==> config.mk <==
export PLATFORM = sky130hd
export DESIGN_NAME = lru_key_value_cache_core
export DESIGN_NICKNAME = d
export VERILOG_FILES = /design/src/lkv_pkg.sv /design/src/lkv_cell.sv /design/src/lru_key_value_cache_core.sv
export SDC_FILE = /design/constraint.sdc
export NUM_CORES = 2
export LEC_CHECK = 0
export BUFFER_PORTS_ARGS = -buffer_cell sky130_fd_sc_hd__buf_2
export CAP_MARGIN = 10
export CELL_PAD_IN_SITES_DETAIL_PLACEMENT = 1
export CELL_PAD_IN_SITES_GLOBAL_PLACEMENT = 1
export CORE_AREA = 10 10 433 435
export DETAILED_ROUTE_END_ITERATION = 6
export DIE_AREA = 0 0 443 445
export GPL_ROUTABILITY_DRIVEN = 0
export PLACE_DENSITY = 0.47
export SYNTH_ARGS = -nofsm -noshare
export SYNTH_HDL_FRONTEND = slang
export SYNTH_SLANG_ARGS = --single-unit
==> constraint.sdc <==
create_clock -name clk -period 13.15 [get_ports clk]
set_input_delay 0.6575 -clock clk [delete_from_list [all_inputs] [get_ports clk]]
set_output_delay 0.6575 -clock clk [all_outputs]
set_load 0.1 [all_outputs]
==> src/lkv_pkg.sv <==
// Shared types and constants for the LRU key/value cache.
// Used by lkv_cell and lru_key_value_cache_core; depends on nothing.
`default_nettype none

package lkv_pkg;

  localparam int DATA_W = 32;           // width of key, write_value, read_value ports
  localparam int CFG_W  = 5;            // width of the capacity register
  localparam logic [CFG_W-1:0] CAP_RESET = 5'd16;

  typedef enum logic [1:0] {
    ST_IDLE,
    ST_MATCH,
    ST_UPDATE
  } state_t;

  // Update applied across the row of cells.
  typedef enum logic [1:0] {
    OP_NONE,
    OP_HIT,
    OP_FILL,
    OP_EVICT
  } op_t;

  typedef struct packed {
    logic capture;    // latch match / free / victim flags this cycle
    op_t  op;         // update to apply this cycle
    logic write_val;  // request carries a value to store
  } cmd_t;

  typedef struct packed {
    logic valid;
    logic match;
  } cell_stat_t;

endpackage

`default_nettype wire

==> src/lkv_cell.sv <==
// One cache entry: key, value, valid bit and recency rank.
// Passes hit and free-slot chains to its neighbor; uses lkv_pkg.
`default_nettype none

module lkv_cell #(
  parameter int KEY_BITS   = 32,
  parameter int VALUE_BITS = 32,
  parameter int RANK_W     = 4,
  parameter int CNT_W      = 5
) (
  input  wire                      clk,
  input  wire                      rst,
  input  lkv_pkg::cmd_t            cmd,
  input  wire [KEY_BITS-1:0]       req_key,
  input  wire [VALUE_BITS-1:0]     req_value,
  input  wire [CNT_W-1:0]          old_rank,
  input  wire [CNT_W-1:0]          last_rank,
  input  wire                      hit_in,
  input  wire [CNT_W-1:0]          rank_in,
  input  wire [VALUE_BITS-1:0]     value_in,
  input  wire                      free_in,
  output logic                     hit_out,
  output logic [CNT_W-1:0]         rank_out,
  output logic [VALUE_BITS-1:0]    value_out,
  output logic                     free_out,
  output lkv_pkg::cell_stat_t      stat
);
  import lkv_pkg::*;

  logic [KEY_BITS-1:0]   key_q;
  logic [VALUE_BITS-1:0] value_q;
  logic                  valid;
  logic [RANK_W-1:0]     rank;
  logic                  match_q;
  logic                  free_q;
  logic                  victim_q;

  logic match;
  logic free_pick;
  logic victim;
  logic target;

  assign match     = valid && (key_q == req_key);
  assign free_pick = !valid && !free_in;
  assign victim    = valid && (CNT_W'(rank) == last_rank);

  assign hit_out   = hit_in | match;
  assign rank_out  = rank_in | (match ? CNT_W'(rank) : '0);
  assign value_out = value_in | (match ? value_q : '0);
  assign free_out  = free_in | !valid;

  assign stat.valid = valid;
  assign stat.match = match_q;

  always_comb begin
    case (cmd.op)
      OP_HIT:   target = match_q;
      OP_FILL:  target = free_q;
      OP_EVICT: target = victim_q;
      default:  target = 1'b0;
    endcase
  end

  always_ff @(posedge clk) begin
    if (rst) begin
      valid    <= 1'b0;
      rank     <= '0;
      match_q  <= 1'b0;
      free_q   <= 1'b0;
      victim_q <= 1'b0;
    end else begin
      if (cmd.capture) begin
        match_q  <= match;
        free_q   <= free_pick;
        victim_q <= victim;
      end
      if (target) begin
        rank <= '0;
        if (cmd.op == OP_FILL) begin
          valid <= 1'b1;
        end
      end else if (cmd.op != OP_NONE && valid && CNT_W'(rank) < old_rank) begin
        // age every entry that was more recent than the promoted one
        rank <= rank + 1'b1;
      end
    end
  end

  // payload: no reset
  always_ff @(posedge clk) begin
    if (target) begin
      if (cmd.write_val) begin
        value_q <= req_value;
      end
      if (cmd.op == OP_FILL || cmd.op == OP_EVICT) begin
        key_q <= req_key;
      end
    end
  end

endmodule

`default_nettype wire

==> src/lru_key_value_cache_core.sv <==
// Top level of the fully associative LRU key/value cache.
// Row of lkv_cell entries plus request control; uses lkv_pkg.
//
//   channel  direction  handshake               payload
//   in       into       in_valid / in_stall     req_type, key, write_value
//   out      out of     out_valid / out_stall   status, read_value
//   cfg      into       cfg_we                  cfg_wdata (capacity_in_use)
//
// Each request passes through a match cycle (key compare in every cell, hit and
// free-slot chains through the row) and an update cycle (rank aging, write).
// The next request is taken at the edge that ends the update cycle.
// The result sits in an output register; the update cycle holds while that
// register is full and stalled. Reset is synchronous and empties the cache.
`default_nettype none

module lru_key_value_cache_core #(
  parameter int CAPACITY   = 16,
  parameter int KEY_BITS   = 32,
  parameter int VALUE_BITS = 32
) (
  input  wire                                clk,
  input  wire                                rst,
  input  wire                                in_valid,
  output logic                               in_stall,
  input  wire                                req_type,
  input  wire signed [lkv_pkg::DATA_W-1:0]   key,
  input  wire signed [lkv_pkg::DATA_W-1:0]   write_value,
  output logic                               out_valid,
  input  wire                                out_stall,
  output logic                               status,
  output logic signed [lkv_pkg::DATA_W-1:0]  read_value,
  input  wire                                cfg_we,
  input  wire [lkv_pkg::CFG_W-1:0]           cfg_wdata
);
  import lkv_pkg::*;

  localparam int RANK_W = $clog2(CAPACITY);
  localparam int CNT_W  = $clog2(CAPACITY + 1);
  localparam int CMP_W  = (CNT_W > CFG_W) ? CNT_W : CFG_W;

  state_t state, state_next;

  logic [CFG_W-1:0]      capacity_in_use;
  logic [CNT_W-1:0]      used_count;

  logic                  req_set;
  logic [KEY_BITS-1:0]   req_key;
  logic [VALUE_BITS-1:0] req_value;

  logic                  hit_any;
  logic [CNT_W-1:0]      hit_rank;
  logic [VALUE_BITS-1:0] hit_value;
  logic                  free_any;

  logic                  accept;
  logic                  upd_fire;
  logic                  fill_ok;
  cmd_t                  cmd;
  logic [CNT_W-1:0]      old_rank;
  logic [CNT_W-1:0]      last_rank;
  logic [CMP_W-1:0]      cap_wide;
  logic [CMP_W-1:0]      cap_active;

  logic                  hit_c   [CAPACITY+1];
  logic [CNT_W-1:0]      rank_c  [CAPACITY+1];
  logic [VALUE_BITS-1:0] value_c [CAPACITY+1];
  logic                  free_c  [CAPACITY+1];
  cell_stat_t            stat    [CAPACITY];
  logic [CAPACITY-1:0]   valid_vec;
  logic [CAPACITY-1:0]   match_vec;

  // ---------------- control ----------------
  always_ff @(posedge clk) begin
    if (rst) begin
      state <= ST_IDLE;
    end else begin
      state <= state_next;
    end
  end

  always_comb begin
    upd_fire   = 1'b0;
    in_stall   = 1'b1;
    state_next = state;
    case (state)
      ST_IDLE: begin
        in_stall = 1'b0;
      end
      ST_MATCH: begin
        state_next = ST_UPDATE;
      end
      ST_UPDATE: begin
        upd_fire = !out_valid || !out_stall;
        in_stall = !upd_fire;
      end
      default: begin
        state_next = ST_IDLE;
      end
    endcase
    accept = in_valid && !in_stall;
    if (accept) begin
      state_next = ST_MATCH;
    end else if (upd_fire) begin
      state_next = ST_IDLE;
    end
  end

  // ---------------- configuration ----------------
  always_ff @(posedge clk) begin
    if (rst) begin
      capacity_in_use <= CAP_RESET;
    end else if (cfg_we) begin
      capacity_in_use <= cfg_wdata;
    end
  end

  // clamp to 1 .. CAPACITY
  always_comb begin
    cap_wide = CMP_W'(capacity_in_use);
    if (cap_wide == '0) begin
      cap_active = CMP_W'(1);
    end else if (cap_wide > CMP_W'(CAPACITY)) begin
      cap_active = CMP_W'(CAPACITY);
    end else begin
      cap_active = cap_wide;
    end
  end

  assign fill_ok   = CMP_W'(used_count) < cap_active;
  assign last_rank = used_count - 1'b1;

  // ---------------- request register ----------------
  always_ff @(posedge clk) begin
    if (accept) begin
      req_set   <= req_type;
      req_key   <= KEY_BITS'(key);
      req_value <= VALUE_BITS'(write_value);
    end
  end

  // ---------------- cell command ----------------
  always_comb begin
    cmd.capture   = (state == ST_MATCH);
    cmd.write_val = req_set;
    cmd.op        = OP_NONE;
    old_rank      = hit_rank;
    if (upd_fire) begin
      if (hit_any) begin
        cmd.op = OP_HIT;
      end else if (req_set && fill_ok) begin
        cmd.op   = OP_FILL;
        old_rank = used_count;
      end else if (req_set) begin
        cmd.op   = OP_EVICT;
        old_rank = last_rank;
      end
    end
  end

  // ---------------- row of cells ----------------
  assign hit_c[0]   = 1'b0;
  assign rank_c[0]  = '0;
  assign value_c[0] = '0;
  assign free_c[0]  = 1'b0;

  for (genvar i = 0; i < CAPACITY; i++) begin : g_cell
    lkv_cell #(
      .KEY_BITS   (KEY_BITS),
      .VALUE_BITS (VALUE_BITS),
      .RANK_W     (RANK_W),
      .CNT_W      (CNT_W)
    ) u_cell (
      .clk       (clk),
      .rst       (rst),
      .cmd       (cmd),
      .req_key   (req_key),
      .req_value (req_value),
      .old_rank  (old_rank),
      .last_rank (last_rank),
      .hit_in    (hit_c[i]),
      .rank_in   (rank_c[i]),
      .value_in  (value_c[i]),
      .free_in   (free_c[i]),
      .hit_out   (hit_c[i+1]),
      .rank_out  (rank_c[i+1]),
      .value_out (value_c[i+1]),
      .free_out  (free_c[i+1]),
      .stat      (stat[i])
    );
    assign valid_vec[i] = stat[i].valid;
    assign match_vec[i] = stat[i].match;
  end

  // capture the chain ends at the close of the match cycle
  always_ff @(posedge clk) begin
    if (rst) begin
      hit_any  <= 1'b0;
      free_any <= 1'b0;
    end else if (state == ST_MATCH) begin
      hit_any  <= hit_c[CAPACITY];
      free_any <= free_c[CAPACITY];
    end
  end

  always_ff @(posedge clk) begin
    if (state == ST_MATCH) begin
      hit_rank  <= rank_c[CAPACITY];
      hit_value <= value_c[CAPACITY];
    end
  end

  always_ff @(posedge clk) begin
    if (rst) begin
      used_count <= '0;
    end else if (cmd.op == OP_FILL) begin
      used_count <= used_count + 1'b1;
    end
  end

  // ---------------- output register ----------------
  always_ff @(posedge clk) begin
    if (rst) begin
      out_valid <= 1'b0;
    end else if (upd_fire) begin
      out_valid <= 1'b1;
    end else if (!out_stall) begin
      out_valid <= 1'b0;
    end
  end

  always_ff @(posedge clk) begin
    if (upd_fire) begin
      status     <= !req_set && !hit_any;
      read_value <= (!req_set && hit_any) ? DATA_W'(hit_value) : '0;
    end
  end

  // ---------------- assertions ----------------
  a_fill_count: assert property (@(posedge clk) disable iff (rst)
    $countones(valid_vec) == 32'(used_count))
    else $error("valid entry count differs from used_count");

  a_unique_hit: assert property (@(posedge clk) disable iff (rst)
    state == ST_UPDATE |-> $onehot0(match_vec))
    else $error("key matched in more than one entry");

  a_fill_free: assert property (@(posedge clk) disable iff (rst)
    cmd.op == OP_FILL |-> free_any)
    else $error("fill with no free entry");

  a_update_order: assert property (@(posedge clk) disable iff (rst)
    accept |=> state == ST_MATCH ##1 state == ST_UPDATE)
    else $error("request skipped the match cycle");

  a_result_src: assert property (@(posedge clk) disable iff (rst)
    $rose(out_valid) |-> $past(upd_fire))
    else $error("result appeared without an update");

endmodule

`default_nettype wire

==> run_results.csv <==
group,metric,value,unit
die,fp.dieArea,0.197,mm2
die,die_h,445,um
logic_synthesis,ys.warnings.count,0,
setup_path,cp-endpoint,"g_cell[12].u_cell.rank[3]",
logic_synthesis,ys_async_sr_fraction,0,%
clock_tree,postCtsHoldBufs,55,
global_route,grt_util_all_layers,17.2,%
status,status,"complete, no violations",
sta,fin_skew,0.0528,ns
final_layout,final_cells,6260,
global_route,grt_pass1_wl,246000,um
placed_design,dpl.hpwl,95900,um
setup_path,critPathLaunch,"cap_wide[4]",
clock_tree,ctsResizeCount,0,
setup_path,r2r-end,"g_cell[12].u_cell.rank[3]",
drt,dr_total_vias,31600,
setup_path,critPathBufInv,3,
sta,drv_slew,0,
setup_path,critPathKind,"register to register",
logic_synthesis,seq_area_frac_synth,70.6,%
pwr,ir_worst_vdd,0.135,mV
logic_synthesis,synth-edff-count,1158,
clock_tree,clock_sinks,1300,
drt,drtPass1Iterations,7,
placed_design,dp_cells,5923,
sta,hold_violations,0,
setup_path,slowest_delay,0.84,ns
logic_synthesis,syn_inst,3529,
setup_path,reg2reg_slack,8.17,ns
die,rows,155,
logic_synthesis,syn-cell-area,0.0533,mm2
placed_design,io_buffer_count,109,
global_route,antenna_found_initial,10,
sta,tightest_slew,1.08,ns
sta,rsz0062_at_grt,"no",
setup_path,r2r_cells,18,
logic_synthesis,synth.distinct_cells,64,
setup_path,cp.depth,18,
logic_synthesis,ys_ff_latch,1300,
final_layout,area_delta_synth_final,17.6,%
setup_path,r2r-start,"cap_wide[4]",
pwr,p_leak,20.7,nW
clock_tree,post_cts_buffers,0,
setup_path,slowest_stage,"a2111oi_4",
drt,postRouteAntennaNets,0,
pwr,p_per_area,143,mW/mm2
die,coreArea,0.178,mm2
drt,drt-initial-drc-count,2254,
final_layout,final_nets,3921,
drt,post_drt_via_cell_ratio,5.05,
sta,max_freq,0.201,GHz
global_route,grt_overflow_total,0,
logic_synthesis,synth_area_leaders,"edfxtp_1 65%, xor2_1 5.9%, dfxtp_1 5.3%",
clock_tree,cts.htree.levels,4,
worst_hold_path,worstHoldPathType,"input port to register",
clock_tree,cts_tree,"built",
clock_tree,root_buffer,"clkbuf_16",
sta,finalCritPeriodShare,37.9,%
setup_path,crit_arrival,5.68,ns
logic_synthesis,synth_top_cell_by_area,"edfxtp_1",
setup_path,start_kind,"register",
sta,setup_tns,0,ns
global_route,grt_max_degree,78,
final_layout,drive_above_1_share,13.6,%
global_route,grt_pass1_vias,32700,
die,die_width,443,um
drt,totalWireLength,174000,um
sta,slew_headroom,27.8,%
logic_synthesis,ys.flop_type,"edfxtp_1",
setup_path,cp.required,13.85,ns
clock_tree,insertion_delay,0.82,ns
worst_hold_path,whs_path_depth,1,
setup_path,crit_chain,"inv_1 > nand2_1 > ha_1 > o21ai_1 > o311ai_2 > a2111oi_4 > buf_6 > nor2_1 > nand2_1 > xor2_1 > nor2_1 > a21oi_2 > buf_4 > ha_1 > a2111oi_0 > or4b_2 > o21ai_0 > mux2i_1",
final_layout,fin_util,35.2,%
setup_path,cp_max_fo,16,
drt,drc,0,
die,start_util,29.9,%
die,ios,110,
clock_tree,cts_buffers,151,
logic_synthesis,syn_area_per_cell,15.1,um2
logic_synthesis,synth_nets,3674,
flow_run,drv_cap,0,
drt,wl_per_cell,27.7,um
clock_tree,clockBufferDepth,3,
logic_synthesis,yosys.area.top_type_share,65.3,%
setup_path,crit_path_end_kind,"register",
setup_path,critical-path-top-delay-family,"compound AO/OA/AOI/OAI gates",
clock_tree,clk_pin_slew,0.06,ns
sta,period_needed,4.98,ns
sta,setup_viol,0,
power by group:
part           switching (mW)  internal, mW
Clock                    1.77          2.31
Sequential             0.0348          4.52
Combinational           0.229        0.0988
worst register-to-register path, delay by kind of cell (launching register included):
kind                       cells  cell delay (ns)
buffers and inverters          3             0.72
AOI/OAI and AO/OA              6             1.90
DFF                            1             0.30
muxes                          1             0.20
adders and majority gates      2             0.62
xor gates and xnor gates       1             0.15
and+or+nand+nor                5             1.02
stage by stage:
| step | instance area [um2] | power, mW | setup slack, ns | hold slack (ns) |
|---|---|---|---|---|
| floorplan | 53300 | 4.81 | 5.93 | 0.442 |
| global placement | 57300 | 4.96 | 7.75 | 0.453 |
| detailed placement | 57300 | 4.97 | 8.18 | 0.462 |
| CTS | 62700 | 9.11 | 8.14 | 0.00100 |
| global route | 62700 | 9.28 | 7.70 | 0.0208 |
| finish | 62700 | 8.97 | 8.17 | 0.0681 |
synth_stat cells (all sizes together), types with 8 or more instances:
| cell type | count |
|---|---|
| ha | 70 |
| nor3 | 58 |
| a221oi | 144 |
| o21a | 23 |
| nand4 | 126 |
| a31oi | 8 |
| a211o | 8 |
| a21oi | 105 |
| nand3 | 37 |
| and3 | 8 |
| a22o | 144 |
| xor2 | 358 |
| and2 | 35 |
| clkbuf | 61 |
| nor2b | 18 |
| a21boi | 10 |
| nand2b | 16 |
| nor2 | 108 |
| buf | 140 |
| xnor2 | 222 |
| o21ai | 57 |
| a2111oi | 15 |
| nor4 | 92 |
| o2111ai | 8 |
| or3 | 38 |
| dfxtp | 142 |
| nand2 | 177 |
| edfxtp | 1158 |
| inv | 20 |
| mux2i | 59 |
| a211oi | 14 |
| o211ai | 13 |
worst min path at each step:
| stage | startpoint | slack [ns] | to |
|---|---|---|---|
| final | write_value[16] | 0.07 | req_value[16] |
| after global routing | key[15] | 0.02 | req_key[15] |
| after detailed placement | g_cell[7].u_cell.match_q | 0.46 | g_cell[7].u_cell.match_q |
| after CTS | key[15] | 0.001 | req_key[15] |
| after floorplan | g_cell[15].u_cell.free_q | 0.44 | g_cell[15].u_cell.free_q |
| after global placement | g_cell[13].u_cell.match_q | 0.45 | g_cell[13].u_cell.match_q |
layout by cell type, fill, tap and decap left out, types with 85 or more instances in the layout:
master and instances:
a21oi_1 85, a221oi_1 144, a22o_1 144, buf_2 108, buf_4 130, clkbuf_16 152, dfxtp_1 142, edfxtp_1 1158
nand2_1 177, nand4_1 126, nor2_1 107, xnor2_1 221, xor2_1 357
sequential cells by signal (all words and copies together), names as in the netlist, 5 cells and up:
name	flops
g_cell.u_cell.valid	16
g_cell.u_cell.value_q	512
g_cell.u_cell.rank	64
hit_value	32
used_count	5
g_cell.u_cell.victim_q	16
g_cell.u_cell.key_q	512
req_key	32
cap_wide	5
req_value	32
g_cell.u_cell.free_q	16
g_cell.u_cell.match_q	16
read_value	32
layout make-up:
cell class | instances | area [um2]
fillers | 18100 | 116000
flip-flops and latches | 1300 | 37600
multi-input cells | 2006 | 15100
clock buffers | 199 | 4060
well taps | 2355 | 2950
repair buffers | 295 | 2100
clock inverters | 77 | 737
inverters | 22 | 83.8
diodes | 6 | 15.0
per-layer routing:
layer	global-route usage [%]	share of wire [%]	vias to the layer above
met2	29.5	49	524
met1	22.7	46	16800
met3	2.36	3.1	225
li1	-	-	14100
met4	4.43	2.2	2
met5	0	0.0063	-
kinds of logic (layout without fill, tap and decap cells):
family          after synthesis  after routing  synth area share, %
simple gates                732            732                 7.14
other cells                   0              6                    0
mux                          59             59                 1.11
xor+xnor                    580            580                 9.54
compound gates              565            565                 8.06
buf+inv                     223            593                 1.90
flops                      1300           1300                 70.6
fa+ha+maj                    70             70                 1.64
Power figures use the tool's default switching activity.
